==> config.mk <==
export PLATFORM = sky130hd
export DESIGN_NAME = set_of_stacks
export DESIGN_NICKNAME = d
export VERILOG_FILES = /design/src/sos_pkg.sv /design/src/set_of_stacks.sv /design/src/sos_ram.sv /design/src/sos_ctrl.sv /design/src/sos_dp.sv
export SDC_FILE = /design/constraint.sdc
export NUM_CORES = 2
export LEC_CHECK = 0
export BUFFER_PORTS_ARGS = -buffer_cell sky130_fd_sc_hd__buf_2
export CORE_MARGIN = 2
export CORE_UTILIZATION = 35
export CTS_BUF_LIST = sky130_fd_sc_hd__clkbuf_8
export CTS_CLUSTER_SIZE = 28
export DETAILED_ROUTE_END_ITERATION = 12
export PLACE_DENSITY_LB_ADDON = 0.1
export SYNTH_ARGS = -nofsm -noshare
export SYNTH_HDL_FRONTEND = slang
export SYNTH_MEMORY_MAX_BITS = 65536
export SYNTH_SLANG_ARGS = --single-unit
==> constraint.sdc <==
create_clock -name aclk -period 11.8 [get_ports aclk]
set_input_delay 0.59 -clock aclk [delete_from_list [all_inputs] [get_ports aclk]]
set_output_delay 0.59 -clock aclk [all_outputs]
set_load 0.005 [all_outputs]
==> src/sos_pkg.sv <==
// ----------------------------------------------------------------------------
// sos_pkg
// Shared constants, codes and control types for the set-of-stacks block.
// ----------------------------------------------------------------------------
package sos_pkg;

    localparam int STACK_DEPTH = 16;
    localparam int NUM_STACKS  = 8;

    localparam int STK_W   = $clog2(NUM_STACKS);
    localparam int FILL_W  = $clog2(STACK_DEPTH + 1);
    localparam int ENTRIES = NUM_STACKS * STACK_DEPTH;
    localparam int ADDR_W  = $clog2(ENTRIES);

    localparam int OP_W    = 2;
    localparam int VAL_W   = 32;
    localparam int IDX_W   = 3;
    localparam int ST_W    = 2;
    localparam int CUR_W   = 3;

    localparam int IN_BITS  = OP_W + VAL_W + IDX_W;
    localparam int OUT_BITS = VAL_W + ST_W + CUR_W;
    localparam int IN_TW    = ((IN_BITS + 7) / 8) * 8;
    localparam int OUT_TW   = ((OUT_BITS + 7) / 8) * 8;

    typedef enum logic [OP_W-1:0] {
        OP_PUSH   = 2'd0,
        OP_POP    = 2'd1,
        OP_POP_AT = 2'd2,
        OP_NONE   = 2'd3
    } opcode_t;

    typedef enum logic [ST_W-1:0] {
        ST_OK     = 2'd0,
        ST_EMPTY  = 2'd1,
        ST_FULL   = 2'd2,
        ST_BEYOND = 2'd3
    } status_t;

    // controller to datapath
    typedef struct packed {
        logic capture;   // latch incoming word
        logic pick;      // choose target stack
        logic access;    // fill update and memory access
        logic take_rd;   // capture memory read data
        logic load_out;  // move result into output register
    } dp_cmd_t;

    // datapath to controller
    typedef struct packed {
        logic finished;  // command settled during pick
        logic need_rd;   // memory read in flight
        logic out_busy;  // output register holds an untaken word
    } dp_sts_t;

endpackage

==> src/set_of_stacks.sv <==
// ----------------------------------------------------------------------------
// set_of_stacks
// Row of fixed-depth stacks used as one larger stack, with push, pop and
// pop from a named stack.
// ----------------------------------------------------------------------------
// Commands run one at a time. A command settles while the target stack is
// picked (all stacks full, pop with everything empty, pop-at beyond current,
// unused opcode). A push, or a pop that finds its stack empty at the access
// step, goes from access straight to the load; a pop that reads the entry
// memory also waits for the registered read. The sequencer steps are: accept,
// pick the target stack from the current fill count, fill update and memory
// access, the registered memory read on pops, and load the output register.
// The load waits while the output register holds a word the master side has
// not taken, which stalls the input too. A new command is accepted while the
// previous result still waits on the master side. Entry memory needs no
// clearing; only entries below a fill count are read.
// ----------------------------------------------------------------------------
module set_of_stacks (
    input  logic                       aclk,
    input  logic                       aresetn,
    input  logic                       s_tvalid,
    output logic                       s_tready,
    // opcode[1:0], push_value[33:2], stack_index[36:34], zero fill above
    input  logic [sos_pkg::IN_TW-1:0]  s_tdata,
    output logic                       m_tvalid,
    input  logic                       m_tready,
    // pop_value[31:0], status[33:32], current_stack[36:34], zero fill above
    output logic [sos_pkg::OUT_TW-1:0] m_tdata
);

    sos_pkg::dp_cmd_t cmd;
    sos_pkg::dp_sts_t sts;

    sos_ctrl u_ctrl (
        .aclk     (aclk),
        .aresetn  (aresetn),
        .s_tvalid (s_tvalid),
        .s_tready (s_tready),
        .m_tready (m_tready),
        .sts      (sts),
        .cmd      (cmd)
    );

    sos_dp u_dp (
        .aclk     (aclk),
        .aresetn  (aresetn),
        .s_tdata  (s_tdata),
        .m_tvalid (m_tvalid),
        .m_tready (m_tready),
        .m_tdata  (m_tdata),
        .cmd      (cmd),
        .sts      (sts)
    );

endmodule

==> src/sos_ram.sv <==
// ----------------------------------------------------------------------------
// sos_ram
// Generic single-write, single-read RAM with registered read data.
// ----------------------------------------------------------------------------
module sos_ram #(
    parameter int WIDTH = 32,
    parameter int DEPTH = 128
) (
    input  logic                     aclk,
    input  logic                     we,
    input  logic [$clog2(DEPTH)-1:0] waddr,
    input  logic [WIDTH-1:0]         wdata,
    input  logic [$clog2(DEPTH)-1:0] raddr,
    output logic [WIDTH-1:0]         rdata
);

    logic [WIDTH-1:0] mem [DEPTH];
    logic [WIDTH-1:0] rdata_reg;

    always_ff @(posedge aclk) begin
        if (we) begin
            mem[waddr] <= wdata;
        end
        rdata_reg <= mem[raddr];
    end

    assign rdata = rdata_reg;

endmodule

==> src/sos_ctrl.sv <==
// ----------------------------------------------------------------------------
// sos_ctrl
// Sequencer: steps one command through pick, access, read and result load.
// ----------------------------------------------------------------------------
module sos_ctrl (
    input  logic             aclk,
    input  logic             aresetn,
    input  logic             s_tvalid,
    output logic             s_tready,
    input  logic             m_tready,
    input  sos_pkg::dp_sts_t sts,
    output sos_pkg::dp_cmd_t cmd
);

    typedef enum logic [2:0] {
        S_IDLE,
        S_PICK,
        S_ACCESS,
        S_RDWAIT,
        S_DONE
    } state_t;

    state_t state_reg;
    state_t state_next;

    always_ff @(posedge aclk) begin
        if (!aresetn) begin
            state_reg <= S_IDLE;
        end else begin
            state_reg <= state_next;
        end
    end

    always_comb begin
        state_next = state_reg;
        cmd        = '0;
        s_tready   = 1'b0;
        unique case (state_reg)
            S_IDLE: begin
                s_tready = 1'b1;
                if (s_tvalid) begin
                    cmd.capture = 1'b1;
                    state_next  = S_PICK;
                end
            end
            S_PICK: begin
                cmd.pick   = 1'b1;
                state_next = sts.finished ? S_DONE : S_ACCESS;
            end
            S_ACCESS: begin
                cmd.access = 1'b1;
                state_next = sts.need_rd ? S_RDWAIT : S_DONE;
            end
            S_RDWAIT: begin
                cmd.take_rd = 1'b1;
                state_next  = S_DONE;
            end
            S_DONE: begin
                // hold until the output register is free
                if (!sts.out_busy || m_tready) begin
                    cmd.load_out = 1'b1;
                    state_next   = S_IDLE;
                end
            end
            default: state_next = S_IDLE;
        endcase
    end

endmodule

==> src/sos_dp.sv <==
// ----------------------------------------------------------------------------
// sos_dp
// Datapath: fill counts, current index, entry memory and result register.
// ----------------------------------------------------------------------------
module sos_dp (
    input  logic                        aclk,
    input  logic                        aresetn,
    input  logic [sos_pkg::IN_TW-1:0]   s_tdata,
    output logic                        m_tvalid,
    input  logic                        m_tready,
    output logic [sos_pkg::OUT_TW-1:0]  m_tdata,
    input  sos_pkg::dp_cmd_t            cmd,
    output sos_pkg::dp_sts_t            sts
);

    localparam int STK_W  = sos_pkg::STK_W;
    localparam int FILL_W = sos_pkg::FILL_W;
    localparam int ADDR_W = sos_pkg::ADDR_W;
    localparam int VAL_W  = sos_pkg::VAL_W;

    logic [sos_pkg::OP_W-1:0]  op_reg;
    logic [VAL_W-1:0]          pv_reg;
    logic [sos_pkg::IDX_W-1:0] idx_reg;
    logic [STK_W-1:0]          cur_reg;
    logic [STK_W-1:0]          cur_next;
    logic [STK_W-1:0]          tgt_reg;
    logic [STK_W-1:0]          tgt_next;
    logic [FILL_W-1:0]         fill_reg [sos_pkg::NUM_STACKS];
    logic [sos_pkg::ST_W-1:0]  st_reg;
    logic [sos_pkg::ST_W-1:0]  st_next;
    logic [VAL_W-1:0]          val_reg;

    logic [VAL_W-1:0]          out_val_reg;
    logic [sos_pkg::ST_W-1:0]  out_st_reg;
    logic [sos_pkg::CUR_W-1:0] out_cur_reg;
    logic                      out_valid_reg;

    // one fill-count read per cycle: current stack in pick, target in access
    logic [STK_W-1:0]  fsel;
    logic [FILL_W-1:0] fill_rd;
    logic              fin_next;
    logic              beyond;
    logic [ADDR_W-1:0] base;
    logic              ram_we;
    logic [ADDR_W-1:0] ram_waddr;
    logic [ADDR_W-1:0] ram_raddr;
    logic [VAL_W-1:0]  ram_rdata;

    assign fsel    = cmd.pick ? cur_reg : tgt_reg;
    assign fill_rd = fill_reg[fsel];
    assign beyond  = 32'(idx_reg) > 32'(cur_reg);
    assign base    = ADDR_W'(tgt_reg) * ADDR_W'(sos_pkg::STACK_DEPTH);

    // pick the target stack
    always_comb begin
        cur_next = cur_reg;
        tgt_next = cur_reg;
        st_next  = sos_pkg::ST_OK;
        fin_next = 1'b0;
        unique case (op_reg)
            sos_pkg::OP_PUSH: begin
                if (fill_rd == FILL_W'(sos_pkg::STACK_DEPTH)) begin
                    if (cur_reg == STK_W'(sos_pkg::NUM_STACKS - 1)) begin
                        st_next  = sos_pkg::ST_FULL;
                        fin_next = 1'b1;
                    end else begin
                        cur_next = cur_reg + STK_W'(1);
                        tgt_next = cur_reg + STK_W'(1);
                    end
                end
            end
            sos_pkg::OP_POP: begin
                if (fill_rd == '0) begin
                    if (cur_reg == '0) begin
                        st_next  = sos_pkg::ST_EMPTY;
                        fin_next = 1'b1;
                    end else begin
                        cur_next = cur_reg - STK_W'(1);
                        tgt_next = cur_reg - STK_W'(1);
                    end
                end
            end
            sos_pkg::OP_POP_AT: begin
                if (beyond) begin
                    st_next  = sos_pkg::ST_BEYOND;
                    fin_next = 1'b1;
                end else begin
                    tgt_next = STK_W'(idx_reg);
                end
            end
            default: fin_next = 1'b1;
        endcase
    end

    assign ram_we    = cmd.access && (op_reg == sos_pkg::OP_PUSH);
    assign ram_waddr = base + ADDR_W'(fill_rd);
    assign ram_raddr = base + ADDR_W'(fill_rd) - ADDR_W'(1);

    always_ff @(posedge aclk) begin
        if (!aresetn) begin
            cur_reg       <= '0;
            out_valid_reg <= 1'b0;
            for (int i = 0; i < sos_pkg::NUM_STACKS; i++) begin
                fill_reg[i] <= '0;
            end
        end else begin
            if (cmd.capture) begin
                op_reg  <= s_tdata[1:0];
                pv_reg  <= s_tdata[33:2];
                idx_reg <= s_tdata[36:34];
                st_reg  <= sos_pkg::ST_OK;
                val_reg <= '0;
            end
            if (cmd.pick) begin
                cur_reg <= cur_next;
                tgt_reg <= tgt_next;
                st_reg  <= st_next;
            end
            if (cmd.access) begin
                if (op_reg == sos_pkg::OP_PUSH) begin
                    fill_reg[tgt_reg] <= fill_rd + FILL_W'(1);
                end else if (fill_rd == '0) begin
                    st_reg <= sos_pkg::ST_EMPTY;
                end else begin
                    fill_reg[tgt_reg] <= fill_rd - FILL_W'(1);
                end
            end
            if (cmd.take_rd) begin
                val_reg <= ram_rdata;
            end
            if (cmd.load_out) begin
                out_val_reg   <= val_reg;
                out_st_reg    <= st_reg;
                out_cur_reg   <= sos_pkg::CUR_W'(cur_reg);
                out_valid_reg <= 1'b1;
            end else if (m_tready) begin
                out_valid_reg <= 1'b0;
            end
        end
    end

    sos_ram #(
        .WIDTH (VAL_W),
        .DEPTH (sos_pkg::ENTRIES)
    ) u_ram (
        .aclk  (aclk),
        .we    (ram_we),
        .waddr (ram_waddr),
        .wdata (pv_reg),
        .raddr (ram_raddr),
        .rdata (ram_rdata)
    );

    assign sts.finished = fin_next;
    assign sts.need_rd  = (op_reg != sos_pkg::OP_PUSH) && (fill_rd != '0);
    assign sts.out_busy = out_valid_reg;

    assign m_tvalid = out_valid_reg;
    assign m_tdata  = {(sos_pkg::OUT_TW - sos_pkg::OUT_BITS)'(0),
                       out_cur_reg, out_st_reg, out_val_reg};

endmodule

==> flow_summary.yaml <==
synth:
  ys_ff_latch: 4286
  synth_compound_area_share_pct: 3.16
  synthMuxAreaShare_pct: 13.5
  yosys.area_share.simple_pct: 5.06
  dominantRegCellSynth: "edfxtp_1"
  synth_top_family_by_area: "multiplexers"
  async_flop_share_pct: 0
  avgSynthCellArea_um2: 19.2
  yosysWarnings: 0
  synth-xor-area-share_pct: 0.0665
  synthAdderAreaFrac_pct: 0.0822
  ys_types: 76
  syn-cell-area_um2: 167000
  yosysSeqAreaShare_pct: 76.7
  synth_cells: 8733
  synth_edf_count: 4247
finish:
  largest_reg_flops: 4096
  syn2layout_area_growth_pct: 14.1
  fin_area_um2: 191000
  final_cell_mix: "edfxtp_1 (4,247), mux4_2 (936), nand2_1 (771), clkbuf_8 (749), nand3_1 (360)"
  final_common_cell: "edfxtp_1"
  fillCellCount: 43000
  drive_gt1_share_pct: 24.2
  num-nets-final: 9419
clock_tree:
  clkTransAtPathRegs_ns: 0.06
  clock_sinks: 4286
  cts_setup_buffers: 0
  htree_levels: 6
  cts_buffers: 729
  cts_max_path_buffers: 4
  cts_tree: "yes"
  cts-root-buf: "clkbuf_8"
  insertion_delay_ns: 1.28
critical_path:
  worstSetupPathDepth: 11
  r2r_end: "u_dp.u_ram.rdata[30]$_DFF_P_"
  rr_startpoint: "u_ctrl.state_reg[0]$_SDFFE_PN0P_"
  startpoint: "u_ctrl.state_reg[0]$_SDFFE_PN0P_"
  crit_path_end_kind: "flop"
  reg2reg_setup_slack_ns: 4.05
  start_kind: "flop"
  reg2reg_depth: 11
  cp.required_ns: 12.88
  crit_fanout: 89
  cp_cell_sequence: "or3b_1 > mux2_1 > mux2_8 > buf_12 > buf_4 > buf_4 > buf_4 > mux4_2 > mux4_2 > a22oi_1 > nand4_1"
  cp.arrival_ns: 8.83
  slowest_delay_ns: 0.74
  endpoint: "u_dp.u_ram.rdata[30]$_DFF_P_"
  worst-path-buf-inv: 4
  setup.worst_path.class: "reg2reg"
  crit_slowest_cell: "buf_4"
  crit_family: "buffers and inverters"
  cp_common_cell: "buf_4"
sta:
  fin_tns_setup_ns: 0
  min_period_ns: 7.75
  slew_violations: 0
  skew_ns: 0.0736
  setup_viol_count_final: 0
  tightest_slew_ns: 1.33
  rsz0062_at_grt: "false"
  period_share_pct: 65.6
  hold_violations: 0
  fmax_mhz: 129
  slew_headroom_pct: 11.0
placed_design:
  io_buffers: 79
  place_area_um2: 177000
  place.gp.congestion: 0.778
  dp_hpwl_mm: 269
power:
  power.density_nw_per_um2: 180
  power_mw: 34.4
  p_leak_nw: 60.4
  irDropWorstVdd_mv: 0.119
routing:
  drtIter0Drc: 8311
  drt-vias-per-instance: 5.40
  wl_per_cell_um: 31.2
  drc: 0
  wl_mm: 511
  ant_nets: 0
  first_pass_iters: 6
  num_vias: 88500
global_route:
  overflow: 0
  grt_pass1_vias: 91400
  antenna_found_initial: 43
  grt_max_degree: 215
  grt_pass1_wl_mm: 708
  met2_usage_pct: 35.4
  top_usage_layer: "met2"
  grt_use_met3_pct: 3.18
  grt_util_all_layers_pct: 20.8
  grt_use_met1_pct: 27.5
floorplanning:
  ios: 86
  rows: 253
  start_util_pct: 35.2
  die_area_um2: 484000
  core_um2: 475000
  die_x_um: 695
  die_h_um: 695
run:
  drv_cap: 0
worst_hold_path:
  hp-class: "in2reg"
status:
  outcome: "completed"
-- kinds of logic (layout without fill, tap and decap cells) --
| group | Yosys count | after routing |
|---|---|---|
| AOI/OAI and AO/OA | 821 | 821 |
| other | 1 | 75 |
| and+or+nand+nor | 1927 | 1927 |
| DFF | 4286 | 4286 |
| muxes | 1086 | 1086 |
| buffers and inverters | 590 | 1790 |
| adders and majority gates | 11 | 11 |
| xor gates and xnor gates | 11 | 11 |
-- cell usage after synthesis, types with 30 or more instances --
cell type     n  area share, %
a211oi_1     68           0.31
a21boi_0     30           0.13
a21oi_1     132           0.39
a22oi_1      33           0.15
a31oi_1      98           0.37
a32oi_1      37           0.19
and2_1       36           0.13
and3_1       96           0.36
buf_1        96           0.22
buf_2       100           0.30
clkbuf_1    364           0.82
dfxtp_1      39           0.47
edfxtp_1   4247             76
mux2_2       63           0.42
mux2i_1      85           0.51
mux4_2      936             13
nand2_1     774            1.7
nand3_1     364            1.1
nand4_1      37           0.14
nor2_1      475            1.1
nor3_1       45           0.13
nor4_1       68           0.25
o2111ai_1    30           0.16
o211ai_1     39           0.17
o21ai_0     229           0.68
o221ai_1     31           0.16
o31ai_1      35           0.16
-- worst reg2reg max path, delay by kind of cell, from the launching register on --
| family | cells | cell delay [ns] |
|---|---|---|
| AOI/OAI and AO/OA | 1 | 0.73 |
| buffers and inverters | 4 | 2.95 |
| and+or+nand+nor | 2 | 0.82 |
| DFF | 1 | 0.53 |
| muxes | 4 | 2.55 |
-- cell type report --
class / instances / area [µm²] / area share [%]
multi-input combinational: 3859 / 37900 / 19.8
clock buffer: 749 / 10300 / 5.40
antenna: 72 / 180 / 0.0943
timing repair buffer: 467 / 3810 / 1.99
clock inverter: 553 / 2440 / 1.28
inverter: 21 / 86.3 / 0.0452
tap: 6375 / 7980 / 4.18
sequential: 4286 / 128000 / 67.2
-- how the worst min path moves through the flow --
stage,endpoint,cells past startpoint,startpoint
finish,u_dp.st_reg[1]$_DFFE_PP_,2,aresetn
global route,u_dp.st_reg[1]$_DFFE_PP_,2,aresetn
CTS,u_dp.cur_reg[0]$_SDFFE_PN0P_,3,aresetn
detailed placement,u_dp.out_val_reg[6]$_DFFE_PP_,0,u_dp.val_reg[6]$_SDFFCE_PP0P_
global placement,u_dp.out_val_reg[28]$_DFFE_PP_,0,u_dp.val_reg[28]$_SDFFCE_PP0P_
floorplan,u_dp.out_val_reg[0]$_DFFE_PP_,0,u_dp.val_reg[0]$_SDFFCE_PP0P_
-- metrics by stage --
| stage | std cells | utilization, % | hold WS [ns] | setup slack (ns) |
|---|---|---|---|---|
| 2_1_floorplan | 8735 | - | 0.400 | 5.12 |
| 3_3_place_gp | 14900 | 37.3 | 0.408 | 3.96 |
| 3_5_place_dp | 14900 | 37.3 | 0.405 | 3.98 |
| 4_1_cts | 16300 | 40.1 | 0.209 | 3.97 |
| 5_1_grt | 16400 | 40.2 | 0.281 | 3.49 |
| 6_report | 16400 | 40.2 | 0.370 | 4.05 |
-- routing by layer --
layer	part of all wire [%]	vias to the layer above	wire, µm
li1	-	37000	-
met5	0.0025	-	13
met2	50	2787	255000
met3	5.5	763	28100
met4	3.0	2	15200
met1	42	48000	213000
-- repair_timing --
action	CTS	global route
resized for setup	0	0
endpoints found under the hold margin	125	0
hold buffers	79	0
-- power breakdown --
part           total (mW)  leakage, nW  switching, mW  internal, mW
Combinational        5.47         14.4           3.59          1.89
Sequential           16.9         38.6         0.0967          16.8
Clock                12.0         7.41           6.05          5.95
Note: power is estimated with default switching activity, not from simulation.
